`config.mk`:
```
export PLATFORM = sky130hd
export DESIGN_NAME = integer_to_ascii_digits
export DESIGN_NICKNAME = d
export VERILOG_FILES = /design/src/itoa_pkg.sv /design/src/itoa_ctrl.sv /design/src/itoa_dp.sv /design/src/integer_to_ascii_digits.sv
export SDC_FILE = /design/constraint.sdc
export NUM_CORES = 1
export LEC_CHECK = 0
export BUFFER_PORTS_ARGS = -buffer_cell sky130_fd_sc_hd__buf_2
export CORE_ASPECT_RATIO = 1.2
export CORE_MARGIN = 2
export CORE_UTILIZATION = 63
export CTS_BUF_LIST = sky130_fd_sc_hd__clkbuf_16
export CTS_CLUSTER_DIAMETER = 60
export CTS_CLUSTER_SIZE = 8
export DETAILED_ROUTE_END_ITERATION = 7
export PLACE_DENSITY = 0.92
export SLEW_MARGIN = 20
export SYNTH_ARGS = -nofsm -noshare
export SYNTH_HDL_FRONTEND = slang
export SYNTH_SLANG_ARGS = --single-unit
export TNS_END_PERCENT = 1
```
`constraint.sdc`:
```
create_clock -name clk -period 20.6 [get_ports clk]
set_clock_uncertainty 0.05 [all_clocks]
set_input_delay 1.03 -clock clk [delete_from_list [all_inputs] [get_ports clk]]
set_output_delay 1.03 -clock clk [all_outputs]
set_load 0.005 [all_outputs]
```
`src/itoa_pkg.sv`:
```
// Shared types, constants and helper functions for the integer to ASCII converter.
// Used by itoa_ctrl, itoa_dp and the integer_to_ascii_digits top level.
package itoa_pkg;

	localparam int unsigned ValueW     = 64;
	localparam int unsigned BaseW      = 6;
	localparam int unsigned CharW      = 8;
	localparam int unsigned DigitW     = 6;
	localparam int unsigned StackDepth = 64;
	localparam int unsigned DepthW     = $clog2(StackDepth + 1);
	localparam int unsigned ChunkBits  = 8;
	localparam int unsigned ChunkCnt   = ValueW / ChunkBits;
	localparam int unsigned ChunkW     = $clog2(ChunkCnt);
	localparam int unsigned ShiftW     = 3;
	localparam int unsigned MinBase    = 2;
	localparam int unsigned MaxBase    = 36;
	localparam int unsigned DecBase    = 10;
	localparam int unsigned HexDigits  = 16;
	localparam int unsigned HexShift   = 4;

	typedef logic [BaseW-1:0]  base_t;
	typedef logic [DigitW-1:0] digit_t;
	typedef logic [CharW-1:0]  char_t;
	typedef logic [DepthW-1:0] depth_t;
	typedef logic [ShiftW-1:0] shift_t;

	localparam char_t CharMinus = 8'h2D;
	localparam char_t CharNone  = 8'h00;
	localparam char_t CharZero  = 8'h30;
	localparam char_t CharUpA   = 8'h41;
	localparam char_t CharLowA  = 8'h61;

	typedef enum logic [2:0] {
		ST_IDLE,
		ST_BAD,
		ST_CONV,
		ST_SIGN,
		ST_EMIT
	} state_t;

	typedef enum logic [1:0] {
		EMIT_NONE,
		EMIT_BAD,
		EMIT_SIGN,
		EMIT_DIGIT
	} emit_t;

	// controller -> datapath
	typedef struct packed {
		logic  load;
		logic  conv_step;
		emit_t emit;
	} cmd_t;

	// datapath -> controller
	typedef struct packed {
		logic bad_in;
		logic conv_done;
		logic neg;
		logic out_free;
		logic last_digit;
	} status_t;

	// digit value to ASCII, lower or upper case letters above nine
	function automatic char_t digit_char(digit_t d, logic upper);
		char_t c;
		c = CharW'(d);
		if (d < DigitW'(DecBase)) begin
			return CharZero + c;
		end else if (upper) begin
			return CharUpA + c - CharW'(DecBase);
		end else begin
			return CharLowA + c - CharW'(DecBase);
		end
	endfunction

	// log2 of a power-of-two base, 0 for any other base
	function automatic shift_t pow2_shift(base_t b);
		shift_t s;
		case (b)
			6'd2:    s = 3'd1;
			6'd4:    s = 3'd2;
			6'd8:    s = 3'd3;
			6'd16:   s = 3'd4;
			6'd32:   s = 3'd5;
			default: s = 3'd0;
		endcase
		return s;
	endfunction

endpackage

```
`src/itoa_ctrl.sv`:
```
// Controller state machine for the integer to ASCII converter.
// Depends on itoa_pkg; drives commands into itoa_dp and reads its status.
module itoa_ctrl import itoa_pkg::*; (
	input  logic    clk,
	input  logic    arst_n,
	input  logic    in_valid,
	output logic    in_stall,
	input  status_t status,
	output cmd_t    cmd
);

	state_t state_q, state_d;

	always_ff @(posedge clk or negedge arst_n) begin
		if (!arst_n) begin
			state_q <= ST_IDLE;
		end else begin
			state_q <= state_d;
		end
	end

	always_comb begin
		state_d = state_q;
		unique case (state_q)
			ST_IDLE: begin
				if (in_valid) begin
					state_d = status.bad_in ? ST_BAD : ST_CONV;
				end
			end
			ST_CONV: begin
				if (status.conv_done) begin
					state_d = status.neg ? ST_SIGN : ST_EMIT;
				end
			end
			ST_BAD: begin
				if (status.out_free) begin
					state_d = ST_IDLE;
				end
			end
			ST_SIGN: begin
				if (status.out_free) begin
					state_d = ST_EMIT;
				end
			end
			ST_EMIT: begin
				if (status.out_free && status.last_digit) begin
					state_d = ST_IDLE;
				end
			end
			default: state_d = ST_IDLE;
		endcase
	end

	always_comb begin
		in_stall      = (state_q != ST_IDLE);
		cmd.load      = 1'b0;
		cmd.conv_step = 1'b0;
		cmd.emit      = EMIT_NONE;
		unique case (state_q)
			ST_IDLE: cmd.load = in_valid;
			ST_CONV: cmd.conv_step = 1'b1;
			ST_BAD:  cmd.emit = status.out_free ? EMIT_BAD : EMIT_NONE;
			ST_SIGN: cmd.emit = status.out_free ? EMIT_SIGN : EMIT_NONE;
			ST_EMIT: cmd.emit = status.out_free ? EMIT_DIGIT : EMIT_NONE;
			default: cmd.emit = EMIT_NONE;
		endcase
	end

endmodule

```
`src/itoa_dp.sv`:
```
// Datapath: digit extraction (shift or byte-per-cycle division), digit stack, output register.
// Depends on itoa_pkg; steered by itoa_ctrl through cmd_t / status_t.
module itoa_dp import itoa_pkg::*; (
	input  logic               clk,
	input  logic               arst_n,
	input  logic               op,
	input  logic signed [63:0] value,
	input  base_t              base,
	input  cmd_t               cmd,
	output status_t            status,
	output logic               out_valid,
	input  logic               out_stall,
	output char_t              char_out,
	output logic               last,
	output logic               bad_base
);

	logic [ValueW-1:0] work_q;
	digit_t            rem_q;
	base_t             base_q;
	shift_t            shamt_q;
	logic              hex_q;
	logic              neg_q;
	logic [ChunkW-1:0] chunk_q;
	depth_t            depth_q;
	digit_t            stack_q [StackDepth];

	logic              out_valid_q;
	char_t             char_q;
	logic              last_q;
	logic              bad_q;

	logic              neg_in;
	logic [ValueW-1:0] work_pow;
	digit_t            digit_pow;
	logic [ValueW-1:0] work_div;
	digit_t            rem_div;
	logic              chunk_end;
	logic              push;
	digit_t            push_digit;
	logic              pop;
	logic              conv_done;

	assign neg_in = !op && (base == BaseW'(DecBase)) && value[ValueW-1];

	// power-of-two bases and hex mode: one digit per cycle
	always_comb begin
		digit_t mask;
		mask      = DigitW'((7'd1 << shamt_q) - 7'd1);
		digit_pow = DigitW'(work_q) & mask;
		work_pow  = work_q >> shamt_q;
	end

	// other bases: restoring division, one byte of the dividend per cycle
	always_comb begin
		logic [DigitW:0]   r;
		logic [ValueW-1:0] w;
		r = {1'b0, rem_q};
		w = work_q;
		for (int i = 0; i < ChunkBits; i++) begin
			r = {r[DigitW-1:0], w[ValueW-1]};
			w = {w[ValueW-2:0], 1'b0};
			if (r >= {1'b0, base_q}) begin
				r    = r - {1'b0, base_q};
				w[0] = 1'b1;
			end
		end
		work_div = w;
		rem_div  = r[DigitW-1:0];
	end

	assign chunk_end = (chunk_q == ChunkW'(ChunkCnt - 1));

	always_comb begin
		push       = 1'b0;
		push_digit = digit_pow;
		conv_done  = 1'b0;
		if (cmd.conv_step) begin
			if (shamt_q != '0) begin
				push      = 1'b1;
				conv_done = hex_q ? (depth_q == DepthW'(HexDigits - 1)) : (work_pow == '0);
			end else if (chunk_end) begin
				push       = 1'b1;
				push_digit = rem_div;
				conv_done  = (work_div == '0);
			end
		end
	end

	assign pop = (cmd.emit == EMIT_DIGIT);

	always_ff @(posedge clk or negedge arst_n) begin
		if (!arst_n) begin
			chunk_q <= '0;
			depth_q <= '0;
		end else if (cmd.load) begin
			chunk_q <= '0;
			depth_q <= '0;
		end else begin
			if (cmd.conv_step && shamt_q == '0) begin
				chunk_q <= chunk_q + ChunkW'(1);
			end
			if (push) begin
				depth_q <= depth_q + DepthW'(1);
			end else if (pop) begin
				depth_q <= depth_q - DepthW'(1);
			end
		end
	end

	always_ff @(posedge clk) begin
		if (cmd.load) begin
			hex_q   <= op;
			base_q  <= base;
			neg_q   <= neg_in;
			shamt_q <= op ? ShiftW'(HexShift) : pow2_shift(base);
			work_q  <= neg_in ? (ValueW'(0) - ValueW'(value)) : ValueW'(value);
			rem_q   <= '0;
		end else if (cmd.conv_step) begin
			if (shamt_q != '0) begin
				work_q <= work_pow;
			end else begin
				work_q <= work_div;
				rem_q  <= chunk_end ? '0 : rem_div;
			end
		end
	end

	// digit stack: newest digit at the head, which is the most significant one
	always_ff @(posedge clk) begin
		if (push) begin
			stack_q[0] <= push_digit;
			for (int i = 1; i < StackDepth; i++) begin
				stack_q[i] <= stack_q[i-1];
			end
		end else if (pop) begin
			for (int i = 0; i < StackDepth - 1; i++) begin
				stack_q[i] <= stack_q[i+1];
			end
		end
	end

	// output register
	always_ff @(posedge clk or negedge arst_n) begin
		if (!arst_n) begin
			out_valid_q <= 1'b0;
		end else if (cmd.emit != EMIT_NONE) begin
			out_valid_q <= 1'b1;
		end else if (!out_stall) begin
			out_valid_q <= 1'b0;
		end
	end

	always_ff @(posedge clk) begin
		case (cmd.emit)
			EMIT_BAD: begin
				char_q <= CharNone;
				last_q <= 1'b1;
				bad_q  <= 1'b1;
			end
			EMIT_SIGN: begin
				char_q <= CharMinus;
				last_q <= (depth_q == '0);
				bad_q  <= 1'b0;
			end
			EMIT_DIGIT: begin
				char_q <= digit_char(stack_q[0], hex_q);
				last_q <= (depth_q == DepthW'(1));
				bad_q  <= 1'b0;
			end
			default: ;
		endcase
	end

	assign status.bad_in     = !op && ((base < BaseW'(MinBase)) || (base > BaseW'(MaxBase)));
	assign status.conv_done  = conv_done;
	assign status.neg        = neg_q;
	assign status.out_free   = !out_valid_q || !out_stall;
	assign status.last_digit = (depth_q == DepthW'(1));

	assign out_valid = out_valid_q;
	assign char_out  = char_q;
	assign last      = last_q;
	assign bad_base  = bad_q;

endmodule

```
`src/integer_to_ascii_digits.sv`:
```
// Top level of the integer to ASCII converter: controller plus datapath.
// Depends on itoa_pkg, itoa_ctrl and itoa_dp.
//
// One request carries op, a 64-bit value and a 6-bit base; the block answers
// with one character per output request, most significant first, last set on
// the final one. op 0 writes the value in base 2..36 with lower-case digits
// (a leading '-' only for a negative value in base ten, all other bases see
// the raw 64-bit pattern as unsigned); a bad base gives a single output with
// char_out 0, last 1 and bad_base 1. op 1 writes exactly 16 upper-case hex
// digits. Requests are handled one at a time: in_stall stays high from the
// cycle after acceptance until the last character has been loaded into the
// output register, so the next request can be taken while that character
// still waits on out_stall.
// Flow per request: accept, then digit extraction, then the characters, one per
// cycle without output back-pressure. Hex mode and power-of-two bases extract
// one digit per cycle by shifting. Other bases run a restoring division that
// consumes eight dividend bits per cycle and pushes a digit once the whole
// dividend has passed through: base ten gives at most 19 digits plus the sign,
// base three at most 41 digits.
module integer_to_ascii_digits import itoa_pkg::*; (
	input  logic               clk,
	input  logic               arst_n,
	// request channel
	input  logic               in_valid,
	output logic               in_stall,
	input  logic               op,
	input  logic signed [63:0] value,
	input  logic [5:0]         base,
	// character channel
	output logic               out_valid,
	input  logic               out_stall,
	output logic [7:0]         char_out,
	output logic               last,
	output logic               bad_base
);

	cmd_t    cmd;
	status_t status;

	// sequencing: accept, then either flag a bad base or convert, optional sign, drain digit stack
	itoa_ctrl u_ctrl (
		.clk      (clk),
		.arst_n   (arst_n),
		.in_valid (in_valid),
		.in_stall (in_stall),
		.status   (status),
		.cmd      (cmd)
	);

	// digit extraction, digit stack and output register
	itoa_dp u_dp (
		.clk       (clk),
		.arst_n    (arst_n),
		.op        (op),
		.value     (value),
		.base      (base),
		.cmd       (cmd),
		.status    (status),
		.out_valid (out_valid),
		.out_stall (out_stall),
		.char_out  (char_out),
		.last      (last),
		.bad_base  (bad_base)
	);

endmodule

```
---- Yosys cells after proc, flatten, opt, wreduce, memory -nomap -nowiden ----
Memories as Yosys holds them, arrays and structs flattened.
Cells that the tools add are included.
storage, ports and cells
  register bits after elaboration ......... 105
  memory bits (writable) .................. 384
  input port bits ......................... 75
  output and inout port bits .............. 12
  word-level logic and storage cells ...... 284
  memories kept ........................... 1
memory list
  name          words  bits a word  read ports  clocked after Yosys merged registers in  wr ports  line           text
  u_dp.stack_q  64     6            64          0                                        64        itoa_dp.sv:26  digit_t stack_q [StackDepth];
operators by class
  add/sub/neg operators ................... 18
  $lt $le $gt $ge ......................... 11
  equal/unequal tests ..................... 22
  shift-type cells ........................ 2
  mux-type cells .......................... 126
  bitwise gates (word level) .............. 65
  reductions and logical operators ........ 26
operators by type and width
  operator                                                               count
  6-bit 2-to-1 mux                                                       75
  64-bit 2-to-1 mux                                                      4
  64-bit zero test                                                       2
  64-bit by 3-bit right shift with 64-bit output                         1
  1-bit by 64-bit subtractor with 64-bit output, first input constant    1
  1-bit bitwise OR                                                       63
  7-bit by 6-bit greater-or-equal comparator with 1-bit output           8
  6-bit subtractor                                                       8
  3-bit one-hot mux with 5 select lines                                  2
  1-bit 2-to-1 mux                                                       25
  3-bit 2-to-1 mux                                                       8
  8-bit one-hot mux with 3 select lines                                  1
  7-bit 2-to-1 mux                                                       3
  7-bit by 6-bit adder with 8-bit output, first input constant           2
  8-bit 2-to-1 mux                                                       2
  8-bit by 4-bit subtractor with 8-bit output, second input constant     2
  6-bit by 4-bit equality test with 1-bit output, second input constant  2
  3-bit nonzero test                                                     4
  2-bit by 1-bit != test with 1-bit output, second input constant        5
  2-bit nonzero test                                                     4
  6-bit by 6-bit adder with 7-bit output, first input constant           1
  7-bit by 1-bit adder with 7-bit output, second input constant          1
  7-bit by 1-bit equality test with 1-bit output, second input constant  1
  7-bit by 4-bit equality test with 1-bit output, second input constant  1
  31 further kinds                                                       44

---- Depth between registers and ports, before layout ----
  depth in word-level cells ............... 22
  depth in mapped cells ................... 82
  depth with buffers taken out ............ 79

---- Cells and area by module ----
Synthesis repeated with hierarchy kept, for this count alone.
second synthesis, totals
  cell total of the unflattened synthesis .. 2,995
  area total of the unflattened synthesis .. 27,978.1 um^2
modules (own cells, without submodules)
  module     instances  cells each  area each (um^2)
  itoa_dp    1          2,970       27,754.1
  itoa_ctrl  1          25          224.0

---- Worst setup path before layout ----
Ideal clock, no wire load.
  path type ............................... reg-to-reg
  from .................................... reg u_dp.base_q[1]
  to ...................................... mem u_dp.stack_q[0][4] (netlist name), data pin
  library setup time ...................... 258 ps
  data arrival time ....................... 15,350 ps
  setup slack ............................. 4,942 ps
  stages on the path, launching flop included .. 78
  buffers on the path ..................... 2
  clock period less this slack ............ 15,658 ps
  cell sequence ........................... edfxtp_1 -> inv_1 -> ha_1 -> a21o_1 -> a31oi_1 -> o21a_2 -> mux2_2 -> inv_1 -> ha_1 -> nor2b_1 -> o31ai_1 -> a211o_1 -> o2111ai_4 -> mux2i_1 -> ha_1 -> o21ai_1 -> a21oi_1 -> o311a_1 -> [42 not listed] -> a21oi_1 -> o2111ai_1 -> nor4_2 -> nor2_2 -> nand2b_2 -> mux2_2 -> inv_1 -> ha_1 -> nor2b_1 -> o21ai_0 -> nand2b_1 -> a21o_1 -> a21o_1 -> a31o_2 -> a221oi_4 -> nand3_4 -> mux2_2 -> o221a_1
RTL lines
  item                    line            text
  start, declared         itoa_dp.sv:20   base_t base_q;
  start signal, assigned  itoa_dp.sv:114  base_q <= base;
  end, declared           itoa_dp.sv:26

==> out/metrics.cfg <==
[run_status]
status = finished, final reports clean

[timing]
fmaxAchievable_mhz = 54.5
setup_viol_count_final = 0
drv_slew = 0
period_share_pct = 89.1
rsz0062_at_grt = no
relSlewSlack_pct = 21.4
worstMarginPinSlew_ns = 1.18
finalHoldViolCount = 0
period_needed_ns = 18.35
fin_setup_tns_ns = 0

[die]
fp.dieW_um = 196
rows = 84
core-area_mm2 = 0.0437
pin_count = 87
die_h_um = 234
dieArea_mm2 = 0.0459
initial_core_util_pct = 63.7

[grt]
grt_pass1_wl_mm = 106
grt_overflow = 0
grt_pass1_vias = 21200
antenna_found_initial = 0
grtUsageTotal_pct = 28.7
grt_max_degree = 208

[synth]
synth-seq-cells = 489
synth.area.top_cells = edfxtp_1 51%, nand2_1 16%, mux2i_1 3.5%
synth_area_per_cell_um2 = 9.46
synth_nets = 3088
synth.most_common_cell = nand2_1
synthFlopType = edfxtp_1
async_reset_ff_share_pct = 2.86
yosysUniqueCellTypes = 82
synth_common_cells = 1182 x nand2_1, 469 x edfxtp_1, 178 x nor2_1
synth.cell_area_mm2 = 0.0278
seq_area_frac_synth_pct = 52.3
post-synth-top-area-fraction_pct = 50.6
synth_edf_count = 469
yosys_warnings = 0
synth_cells = 2944
synth_top_area_cell = edfxtp_1

[worst_setup_path]
path_buf_inv = 5
crit_slowest_cell = edfxtp_1
crit_arrival_ns = 18.64
cp-end-kind = register
cp.required_ns = 20.89
cp-start-kind = register
critical_path.max_stage_delay_ns = 0.72
crit_family = compound AO/OA/AOI/OAI gates
worstPathMaxFanout = 13
path_common_cell = o21ai_0
crit_type = register to register

[routing]
dr.pass1.iters = 7
first_iter_violations = 2461
drc = 0
vias = 21900
wl_mm = 65.8
antenna_left = 0
viasPerCell = 6.16
wl_per_cell_um = 18.5

[finish]
drive_above_1_share_pct = 9.19
nets = 3112
final-seq-area_mm2 = 0.0146
multiInputGateArea_mm2 = 0.0125
final.fill_count = 2944
final_core_util_pct = 70.1
areaGrowthSynthToFinish_pct = 10.0

[clock_network]
numCtsBuffers = 71
htreeDepth = 3
clkTransAtPathRegs_ns = 0.06
cts_root_buf = clkbuf_16
insertion_delay_ns = 0.62
cts.sinks = 489
cts_tree = built
cts_setup_buffers = 0
cts_buffer_depth = 3
cts_hold_buf = 0
cts_resized = 0

[min_path]
hold_class = primary input to asynchronous set/reset pin

[job]
cap_violations = 0

[place]
io_buffers = 86
gp_congestion = 0.967
hpwlAfterDp_mm = 42.6

kinds of logic after synthesis:
family                     synth area share [%]
xor gates and xnor gates                   3.11
buffers and inverters                      2.89
AOI/OAI and AO/OA                          8.38
DFF                                        52.3
adders and majority gates                  3.32
and+or+nand+nor                            22.8
muxes                                      7.17
through the flow:
| stage | cells | setup slack (ns) | cell area (um^2) | hold WS, ns |
|---|---|---|---|---|
| after floorplan | 2944 | 4.94 | 27800 | 0.376 |
| after global placement | 3453 | 2.71 | 28600 | 0.383 |
| after detailed placement | 3453 | 2.40 | 28600 | 0.386 |
| after CTS | 3550 | 2.31 | 30600 | 0.249 |
| after global routing | 3551 | 0.688 | 30600 | 0.273 |
| final | 3552 | 2.25 | 30600 | 0.257 |
sequential cells by signal, summed over array words and instances, names as in the netlist:
| signal | flops |
|---|---|
| u_dp.last | 1 |
| u_dp.depth_q | 7 |
| u_dp.work_q | 64 |
| u_dp.chunk_q | 3 |
| u_dp.rem_q | 6 |
| u_dp.base_q | 6 |
| u_dp.shamt_q | 3 |
| u_dp.char_out | 8 |
| u_dp.stack_q | 384 |
| u_ctrl.state_q | 3 |
| u_dp.hex_q | 1 |
| u_dp.bad_base | 1 |
| u_dp.neg_q | 1 |
| u_dp.out_valid | 1 |
per-layer routing:
metal	up-vias	track usage, %	share of wire (%)	wire length (um)
li1	10300	-	-	-
met1	10400	36.6	40	26000
met2	1049	49.1	50	32700
met3	210	4.60	7.2	4750
met4	0	12.6	3.6	2360
met5	-	0	0	0
cells in the final DEF (no fill, tap or decap), types with 6 or more instances in the layout:
cell	instances
nor3_1	18
nor2b_1	14
or3_1	13
fa_1	8
o21ai_1	9
nand3_1	22
o21ai_0	68
and2_1	7
nand4_1	20
inv_1	72
mux2_2	15
dfrtp_1	14
ha_1	61
and3_1	8
mux2i_1	98
a31oi_1	13
o31ai_1	12
buf_4	13
clkbuf_16	71
xor2_1	47
nor2_1	177
buf_2	86
mux4_2	36
edfxtp_1	469
nor4_1	28
a21o_1	12
nand2b_1	19
o21a_1	6
dfxtp_1	6
and4_1	9
xnor2_1	52
nand2_1	1181
a211oi_1	22
or4_1	10
a21oi_1	161
path summary, 6_finish.rpt:
| kind | slack, ns | end | cells past startpoint | from |
|---|---|---|---|---|
| setup reg to reg | 2.25 | u_dp.stack_q[0][4] | 75 | u_dp.base_q[1] |
| max in group asynchronous | 19.97 | u_ctrl.state_q[2] | 1 | arst_n |
| hold reg to reg | 0.40 | u_dp.stack_q[0][381] | 0 | u_dp.stack_q[0][375] |
| min in group clk | 0.40 | u_dp.stack_q[0][381] | 0 | u_dp.stack_q[0][375] |
| setup / recovery | 2.25 | u_dp.stack_q[0][4] | 75 | u_dp.base_q[1] |
| hold / removal | 0.26 | u_dp.depth_q[2] | 1 | arst_n |
cell type report:
class	instances	area share (%)
clock buffer	71	5.80
tap	559	2.28
sequential	489	47.5
timing repair buffer	104	1.96
multi-input combinational	2243	40.9
clock inverter	26	0.784
antenna	1	0.00817
inverter	59	0.731
Power is not shown: default switching activity piles up to over one toggle a cycle in this logic, so the estimate is an artifact.
